File: src/rtl/ps2m_pkg.sv
// ----------------------------------------------------------------------------
// ps2m_pkg
// Shared types and constants of the PS/2 mouse packet cursor tracker.
// ----------------------------------------------------------------------------
`default_nettype none

package ps2m_pkg;

	localparam int POS_BITS_DEFAULT = 12;

	localparam int BYTE_BITS   = 8;
	localparam int CFG_BITS    = 13;
	localparam int CFG_IDX_BITS = 1;
	localparam int CURSOR_BITS = 12;
	localparam int BTN_BITS    = 3;
	localparam int OUT_BITS    = 2 * CURSOR_BITS + BTN_BITS;
	localparam int OUT_TDATA_BITS = ((OUT_BITS + 7) / 8) * 8;

	// header byte layout
	localparam int HDR_SYNC_BIT = 3;
	localparam int HDR_XSGN_BIT = 4;
	localparam int HDR_YSGN_BIT = 5;

	// register indexes
	localparam logic [CFG_IDX_BITS-1:0] CFG_X_BOUND = 1'd0;
	localparam logic [CFG_IDX_BITS-1:0] CFG_Y_BOUND = 1'd1;

	localparam logic [CFG_BITS-1:0] X_BOUND_RST = 13'd800;
	localparam logic [CFG_BITS-1:0] Y_BOUND_RST = 13'd600;

	typedef enum logic [1:0] {
		PH_HEADER = 2'd0,
		PH_XMOVE  = 2'd1,
		PH_YMOVE  = 2'd2
	} ps2m_phase_t;

	typedef struct packed {
		logic                   done;
		logic [CURSOR_BITS-1:0] cursor_x;
		logic [CURSOR_BITS-1:0] cursor_y;
		logic [BTN_BITS-1:0]    button_bits;
	} ps2m_result_t;

endpackage

`default_nettype wire

File: src/rtl/ps2m_core.sv
// ----------------------------------------------------------------------------
// ps2m_core
// Packet framing state and cursor add-and-clamp for one received byte.
// ----------------------------------------------------------------------------
`default_nettype none

module ps2m_core
	import ps2m_pkg::*;
#(
	parameter int POS_BITS = POS_BITS_DEFAULT
) (
	input  wire logic                 clk,
	input  wire logic                 arst_n,
	input  wire logic                 step,
	input  wire logic [BYTE_BITS-1:0] rx_byte,
	input  wire logic [CFG_BITS-1:0]  x_bound,
	input  wire logic [CFG_BITS-1:0]  y_bound,
	output ps2m_result_t              res
);

	localparam int unsigned PosLimit = 1 << POS_BITS;
	localparam int unsigned XCentre = 32'(X_BOUND_RST) / 2;
	localparam int unsigned YCentre = 32'(Y_BOUND_RST) / 2;
	localparam logic [POS_BITS-1:0] PosXRst =
		POS_BITS'((XCentre >= PosLimit) ? PosLimit - 1 : XCentre);
	localparam logic [POS_BITS-1:0] PosYRst =
		POS_BITS'((YCentre >= PosLimit) ? PosLimit - 1 : YCentre);
	localparam logic [16:0] BoundMax = 17'(PosLimit);

	ps2m_phase_t          phase_q, phase_nxt;
	logic [BYTE_BITS-1:0] header_q;
	logic [BYTE_BITS-1:0] xbyte_q;
	logic [POS_BITS-1:0]  pos_x_q, pos_y_q;
	logic [POS_BITS-1:0]  new_x, new_y;
	logic                 load_header, load_xbyte, load_pos;

	// next phase
	always_comb begin
		case (phase_q)
			PH_XMOVE: phase_nxt = PH_YMOVE;
			PH_YMOVE: phase_nxt = PH_HEADER;
			default:  phase_nxt = rx_byte[HDR_SYNC_BIT] ? PH_XMOVE : PH_HEADER;
		endcase
	end

	// outputs of the framing fsm
	always_comb begin
		load_header = 1'b0;
		load_xbyte  = 1'b0;
		load_pos    = 1'b0;
		case (phase_q)
			PH_XMOVE: load_xbyte = 1'b1;
			PH_YMOVE: load_pos   = 1'b1;
			default:  load_header = 1'b1;
		endcase
	end

	// effective bound: zero acts as one, capped at the position range
	function automatic logic [POS_BITS:0] eff_bound(input logic [CFG_BITS-1:0] b);
		logic [16:0] w;
		w = {{(17-CFG_BITS){1'b0}}, b};
		if (b == '0) begin
			w = 17'd1;
		end else if (w > BoundMax) begin
			w = BoundMax;
		end
		return w[POS_BITS:0];
	endfunction

	function automatic logic [POS_BITS-1:0] clamp_pos(
		input logic [POS_BITS+1:0] v,
		input logic [POS_BITS:0]   bound
	);
		logic [POS_BITS:0] bm1;
		bm1 = bound - 1'b1;
		if (v[POS_BITS+1]) begin
			return '0;
		end else if (v[POS_BITS:0] >= bound) begin
			return bm1[POS_BITS-1:0];
		end else begin
			return v[POS_BITS-1:0];
		end
	endfunction

	logic [POS_BITS+1:0] dx, dy, sum_x, sum_y;
	logic                sx, sy;

	always_comb begin
		sx = header_q[HDR_XSGN_BIT];
		sy = header_q[HDR_YSGN_BIT];
		dx = {{(POS_BITS-7){sx}}, sx, xbyte_q};
		dy = {{(POS_BITS-7){sy}}, sy, rx_byte};
		sum_x = {2'b00, pos_x_q} + dx;
		sum_y = {2'b00, pos_y_q} - dy;
		new_x = clamp_pos(sum_x, eff_bound(x_bound));
		new_y = clamp_pos(sum_y, eff_bound(y_bound));
	end

	logic [POS_BITS+CURSOR_BITS-1:0] ext_x, ext_y;
	assign ext_x = {{CURSOR_BITS{1'b0}}, new_x};
	assign ext_y = {{CURSOR_BITS{1'b0}}, new_y};

	assign res.done        = load_pos;
	assign res.cursor_x    = ext_x[CURSOR_BITS-1:0];
	assign res.cursor_y    = ext_y[CURSOR_BITS-1:0];
	assign res.button_bits = header_q[BTN_BITS-1:0];

	always_ff @(posedge clk or negedge arst_n) begin
		if (!arst_n) begin
			phase_q  <= PH_HEADER;
			header_q <= '0;
			xbyte_q  <= '0;
			pos_x_q  <= PosXRst;
			pos_y_q  <= PosYRst;
		end else if (step) begin
			phase_q <= phase_nxt;
			if (load_header) begin
				header_q <= rx_byte;
			end
			if (load_xbyte) begin
				xbyte_q <= rx_byte;
			end
			if (load_pos) begin
				pos_x_q <= new_x;
				pos_y_q <= new_y;
			end
		end
	end

endmodule

`default_nettype wire

File: src/rtl/ps2_mouse_packet_cursor_tracker_top.sv
// ----------------------------------------------------------------------------
// ps2_mouse_packet_cursor_tracker_top
// PS/2 mouse three-byte packet decoder with clamped cursor tracking.
// ----------------------------------------------------------------------------
// Takes one received mouse byte per cycle unless stalled. Bytes are framed into
// packets of header, X move and Y move; a header must have bit 3 set, other
// bytes are dropped while waiting for one. The third byte of a packet
// yields one result (cursor x, cursor y, buttons) through the input register
// and the result register with a combinational add and clamp between them, so
// the block sustains one byte per clock unless a full result register stalls
// the input, which only happens when the waiting byte would complete a packet.
// The user must write screen bounds via the cfg port while idle; not enforced.
`default_nettype none

module ps2_mouse_packet_cursor_tracker_top
	import ps2m_pkg::*;
#(
	parameter int POS_BITS = POS_BITS_DEFAULT
) (
	input  wire logic                      clk,
	input  wire logic                      arst_n,
	input  wire logic                      s_axis_tvalid,
	output logic                           s_axis_tready,
	input  wire logic [BYTE_BITS-1:0]      s_axis_tdata,   // [7:0] rx_byte
	output logic                           m_axis_tvalid,
	input  wire logic                      m_axis_tready,
	// [11:0] cursor_x, [23:12] cursor_y, [26:24] button_bits, rest zero
	output logic [OUT_TDATA_BITS-1:0]      m_axis_tdata,
	input  wire logic                      cfg_valid,
	output logic                           cfg_ready,
	input  wire logic [CFG_IDX_BITS-1:0]   cfg_index,
	input  wire logic [CFG_BITS-1:0]       cfg_data
);

	logic [CFG_BITS-1:0]  x_bound_q, y_bound_q;
	logic [BYTE_BITS-1:0] rx_byte_s1;
	logic                 valid_s1;
	ps2m_result_t         res;
	ps2m_result_t         result_s2;
	logic                 valid_s2;
	logic                 out_free, advance;

	// config registers
	assign cfg_ready = 1'b1;

	always_ff @(posedge clk or negedge arst_n) begin
		if (!arst_n) begin
			x_bound_q <= X_BOUND_RST;
			y_bound_q <= Y_BOUND_RST;
		end else if (cfg_valid && cfg_ready) begin
			case (cfg_index)
				CFG_X_BOUND: x_bound_q <= cfg_data;
				CFG_Y_BOUND: y_bound_q <= cfg_data;
				default: ;
			endcase
		end
	end

	// handshake
	assign out_free      = !valid_s2 || m_axis_tready;
	assign advance       = valid_s1 && (!res.done || out_free);
	assign s_axis_tready = !valid_s1 || advance;

	always_ff @(posedge clk or negedge arst_n) begin
		if (!arst_n) begin
			valid_s1 <= 1'b0;
		end else if (s_axis_tready) begin
			valid_s1 <= s_axis_tvalid;
		end
	end

	always_ff @(posedge clk) begin
		if (s_axis_tvalid && s_axis_tready) begin
			rx_byte_s1 <= s_axis_tdata;
		end
	end

	ps2m_core #(
		.POS_BITS(POS_BITS)
	) u_core (
		.clk     (clk),
		.arst_n  (arst_n),
		.step    (advance),
		.rx_byte (rx_byte_s1),
		.x_bound (x_bound_q),
		.y_bound (y_bound_q),
		.res     (res)
	);

	// result register
	always_ff @(posedge clk or negedge arst_n) begin
		if (!arst_n) begin
			valid_s2 <= 1'b0;
		end else if (out_free) begin
			valid_s2 <= advance && res.done;
		end
	end

	always_ff @(posedge clk) begin
		if (out_free && advance && res.done) begin
			result_s2 <= res;
		end
	end

	assign m_axis_tvalid = valid_s2;
	assign m_axis_tdata  = {{(OUT_TDATA_BITS-OUT_BITS){1'b0}},
		result_s2.button_bits, result_s2.cursor_y, result_s2.cursor_x};

endmodule

`default_nettype wire

File: config.mk
export PLATFORM = sky130hd
export DESIGN_NAME = ps2_mouse_packet_cursor_tracker_top
export DESIGN_NICKNAME = d
export VERILOG_FILES = /design/src/rtl/ps2m_pkg.sv /design/src/rtl/ps2m_core.sv /design/src/rtl/ps2_mouse_packet_cursor_tracker_top.sv
export SDC_FILE = /design/constraint.sdc
export NUM_CORES = 1
export LEC_CHECK = 0
export BUFFER_PORTS_ARGS = -buffer_cell sky130_fd_sc_hd__buf_2
export CAP_MARGIN = 40
export CORE_MARGIN = 1.5
export CORE_UTILIZATION = 55
export DETAILED_ROUTE_END_ITERATION = 8
export PLACE_DENSITY = 0.83
export SYNTH_ARGS = -nofsm -noshare
export SYNTH_HDL_FRONTEND = slang
export SYNTH_SLANG_ARGS = --single-unit
File: constraint.sdc
create_clock -name clk -period 8.7 [get_ports clk]
set_clock_uncertainty 0.2 [all_clocks]
set_input_delay 0.435 -clock clk [delete_from_list [all_inputs] [get_ports clk]]
set_output_delay 0.435 -clock clk [all_outputs]
set_load 0.005 [all_outputs]
=== Word-level counts from Yosys, hierarchy flattened ===
Index checks and enable logic that the tools add are counted.

* $lt $le $gt $ge: 4
* Reduce and logical (&&, ||, !) cells: 19
* Add/subtract/negate cells: 4
* Bitwise gates (word level): 2
* Equal/unequal tests: 2
* Muxes and demuxes: 12

{| class="wikitable"
|+ Operators with widths
! cell !! count
|-
| 13-bit two-way mux || 4
|-
| 12-bit two-way mux || 4
|-
| 13-bit >= comparator || 2
|-
| 13-bit > comparator (second input constant) || 2
|-
| 13-bit logical NOT || 2
|-
| 12-bit by 1-bit subtractor with 12-bit output (second input constant) || 2
|-
| 13-bit by 9-bit adder with 14-bit output || 1
|-
| 13-bit by 9-bit subtractor with 14-bit output || 1
|-
| 2-bit AND reduction || 5
|-
| 1-bit logical AND || 5
|-
| 2-bit one-hot mux with 2 select lines || 1
|-
| 1-bit logical NOT || 3
|-
| 1-bit logical OR || 3
|-
| 1-bit two-way mux || 3
|-
| 2-bit by 1-bit == test with 1-bit output (second input constant) || 1
|-
| 2-bit == test (second input constant) || 1
|-
| 1-bit NOT || 2
|-
| 2-bit OR reduction || 1
|}

* Bits of input ports: 27
* Register bits: 103
* Word-level logic and storage cells: 56
* Output and inout port bits: 35

=== Logic depth before layout (Yosys ltp) ===
* Depth in word-level cells: 7
* Depth in mapped cells: 19
* Mapped depth without buffers: 18

=== Cells and area by module ===
Synthesis repeated with hierarchy kept, for this count alone.

* Cell total of the unflattened synthesis: 689
* Area total of the unflattened synthesis: 6816.5 µm²

{| class="wikitable"
|+ Modules (own cells, without submodules)
! module !! sequential area each (µm²) !! cells an instance !! times used !! area an instance (µm²)
|-
| ps2m_core || 984.7 || 580 || 1 || 4579.4
|-
| ps2_mouse_packet_cursor_tracker_top || 1760.4 || 109 || 1 || 2237.1
|}

=== Worst setup path after synthesis ===
Ideal clock, no wire load.

* Path kind: reg-to-reg
* From: register u_core.pos_y_q[0]
* To: register result_s2 (netlist bit m_axis_tdata[14]), data pin
* Arrival: 3.645 ns
* Clock period less this slack: 4.105 ns
* Path slack: 4.595 ns
* Library setup time: 0.260 ns
* Data required time: 8.240 ns
* Path buffers: 1
* Cell stages (with the launch flop): 19
* Cells stage by stage: dfrtp_1 -> inv_1 -> ha_1 -> inv_1 -> fa_1 -> a21o_1 -> a221o_1 -> o21ai_1 -> o21bai_1 -> a21oi_1 -> o21ai_0 -> xnor2_1 -> ha_1 -> and4_1 -> a221o_1 -> a31oi_1 -> buf_2 -> mux2i_1 -> nor2_1

{| class="wikitable"
|+ RTL lines
! what !! line !! RTL
|-
| start, declared || ps2m_core.sv:33 || <nowiki>logic [POS_BITS-1:0] pos_x_q, pos_y_q;</nowiki>
|-
| start signal, assigned || ps2m_core.sv:114 || <nowiki>pos_y_q <= PosYRst;</nowiki>
|-
| start signal, assigned || ps2m_core.sv:125 || <nowiki>pos_y_q <= new_y;</nowiki>
|-
| end signal, assigned || ps2_mouse_packet_cursor_tracker_top.sv:101 || <nowiki>result_s2 <= res;</nowiki>
|-
| end, declared || ps2_mouse_packet_cursor_tracker_top.sv:39 || <nowiki>ps2m_result_t result_s2;</nowiki>
|}

==> impl_results.md <==
* Hold Fails Final Rpt at 0
* Clock tree from TritonCTS: yes
* Post-Syn Area per Cell at roughly 9.8 sq um
* Total number of vias at about 5100
* Slew Viols, Final at 0
* Post-Place Cells at roughly 840
* Part of the Yosys area used for sequential elements at 0.421
* Asr flop ratio synth at 0.657
* CTS Buf Count at 9
* Cell breakdown of the critical path: ha_1, inv_1, fa_1, a21o_1, a221o_1, o21ai_1, o21bai_1, a21oi_1, o21ai_0, xnor2_1, ha_1, and4_1, a221o_1, a31oi_2, buf_8, mux2i_1, nor2_1
* Post-DR vias/cell at slightly below 6
* Slowest Stage Delay on Critical Path at about 0.42 ns
* Initial DRC count at 299
* Max Clock Freq at ~210 MHz
* Max cap viols at 0
* Top FF cell, synth: dfrtp_1
* CP Launch Type: flop
* First-pass detailed-route iteration total at 7
* Post-Route WL at 14800 um
* Clock tree buffer depth at 2
* Max-slew headroom at 0.377
* Most instantiated library cell after synthesis: nand2_1
* Post-synth top area cell: dfrtp_1
* Gate Count Post-Synth at roughly 670
* Top delay family on crit path: compound AO/OA/AOI/OAI gates
* Post-synth EDFFs at 35
* Required time of the critical path at about 8.6 ns
* Synth top area share at 0.203
* Library cells used by synthesis at 64
* Outcome: finished, violations left
* Antenna violations before repair at 0
* Detail Route Antenna Nets at 0
* Row count at 39
* Vias in the first global route at between 5000 and 6000
* LEAKAGE at 3.23 nW
* Min cycle time layout at around 4.7 ns
* Yosys warnings at 0
* Power per cell area at between 400 and 500 nW/um^2
* DRC violations left at 10
* CP Max Fanout at 17
* Area growth syn-to-layout at 10.8%
* Post-CTS Setup Inserts at 0
* Die footprint at about 13000 sq um
* Element type at the critical path end: flop
* Hold Path Class: input pin to flop
* Fin util at 0.627
* Critical path class: flop to flop
* Setup violators final at 0
* Detailed Place HPWL at about 11000 um
* CP Buf/Inv Count at 2
* Filler cell count at 927
* Top cells by area, synth: dfrtp_1 20%, edfxtp_1 16%, ha_1 11%, dfstp_2 5.6%, nand2_1 4.8%
* Die X at 112 um
* Number of synthesized register bits at 102
* Most frequent cells after synthesis: 83 x nand2_1, 59 x nor2_1, 56 x ha_1, 53 x dfrtp_1, 48 x o21ai_0
* Final net count at 798
* Initial Util at 0.566
* Largest net degree at the start of global routing at 38
* Routed WL per cell at roughly 17 um
* Total gr overflow at 0
* Die height at between 100 and 150 um
* Ant diodes at 0
* I/O pins at between 60 and 70
* Fraction of layout cells with a size suffix above 1 at 0.187
* Synthesized area at between 6000 and 7000 sq um
* CP arrival at 4.53 ns
* Final Cycle Share at 0.535
* Failing checks: design-rule violations
* GRT Util Overall at 0.243
* Final std cells w/o fill at 861
* RePlAce Congestion at 0.923
* Clk Latency, worst-skew pair at 0.36 ns
* RSZ-0062 raised after global routing: false
* Root Driver: clkbuf_16
* IO Port Bufs at between 50 and 60
* TNS Setup at 0 ns
* Clock sink total at around 100
* Core ar. at about 12000 sq um
* H-Tree Level Count at 3
* First-pass GRT wire length at around 24000 um
* Slew of the pin with the lowest slew margin at 0.935 ns
* CP max stage cell: edfxtp_1
* Clock transition at path regs at roughly 0.07 ns
* Peak supply drop at between 400 and 500 uV
path summary, 6_finish.rpt:
kind | from | to | slack, ns | depth (start not counted)
worst min register to register | u_core.header_q[0] | m_axis_tdata[24] | 0.25 | 0
worst max register to register | rx_byte_s1[0] | m_axis_tdata[21] | 4.04 | 17
worst max-delay path | rx_byte_s1[0] | m_axis_tdata[21] | 4.04 | 17
worst min-delay path | s_axis_tdata[7] | rx_byte_s1[7] | 0.06 | 1
max in group asynchronous | arst_n | u_core.pos_x_q[4] | 7.24 | 4
min in group asynchronous | arst_n | u_core.pos_y_q[9] | 0.45 | 3
power breakdown:
| part | leakage [nW] | internal [mW] | switching (mW) |
|---|---|---|---|
| Combinational | 1.95 | 0.782 | 1.12 |
| Sequential | 1.13 | 0.694 | 0.106 |
| Clock | 0.143 | 0.224 | 0.176 |
| Total | 3.23 | 1.70 | 1.40 |
routing by layer:
metal,GRT usage,up-vias,part of all wire
met2,0.426,156,0.50
met3,0.0517,19,0.055
met4,0.0744,0,0.017
li1,-,2490,-
met5,0,-,0
met1,0.304,2462,0.42
through the flow:
stage	hold slack, ns	power [mW]	setup slack, ns	cell area, sq um
after floorplan	-0.0606	2.22	4.59	6540
after global placement	0.228	2.52	3.79	6870
after detailed placement	0.241	2.68	4.04	6920
after CTS	0.0438	3.09	4.02	7220
after global routing	0.0520	3.36	3.78	7220
final	0.0550	3.10	4.04	7220
cells in the final DEF, fill, tap and decap left out, drive strengths merged, types with 16 or more instances in the layout:
cell / count
o21ai: 52
buf: 62
nand2: 83
edfxtp: 35
mux2: 26
inv: 32
dfrtp: 53
a21oi: 34
ha: 56
mux2i: 16
nor2: 59
registers in the layout (all words and copies together) (netlist names):
signal           cells
u_core.pos_y_q      12
u_core.pos_x_q      12
rx_byte_s1           8
m_axis_tvalid        1
m_axis_tdata        27
y_bound_q           13
u_core.header_q      5
u_core.xbyte_q       8
valid_s1             1
u_core.phase_q       2
x_bound_q           13
area by class of cell:
| type | count | area [sq um] | area share |
|---|---|---|---|
| Multi-Input combinational cell | 506 | 3530 | 0.489 |
| Sequential cell | 102 | 2750 | 0.380 |
| Timing Repair Buffer | 63 | 362 | 0.0501 |
| Clock buffer | 11 | 233 | 0.0322 |
| Tap cell | 143 | 179 | 0.0248 |
| Inverter | 31 | 116 | 0.0161 |
| Clock inverter | 5 | 58.8 | 0.00814 |
timing repair:
item,CTS,global route
hold buffers,1,0
resized for setup,0,0
hold endpoints to repair,24,0
cells by family after synthesis:
| logic type | after synthesis | share of synthesized area |
|---|---|---|
| AND/OR/NAND/NOR | 211 | 0.151 |
| AO/OA/AOI/OAI | 168 | 0.175 |
| XOR/XNOR | 21 | 0.0282 |
| adder cells (fa/ha/maj) | 58 | 0.114 |
| flip-flops | 102 | 0.421 |
| other | 2 | 0.00115 |
| multiplexers | 42 | 0.0694 |
| buffers and inverters | 61 | 0.0411 |
(Power assumes the default switching activity.)
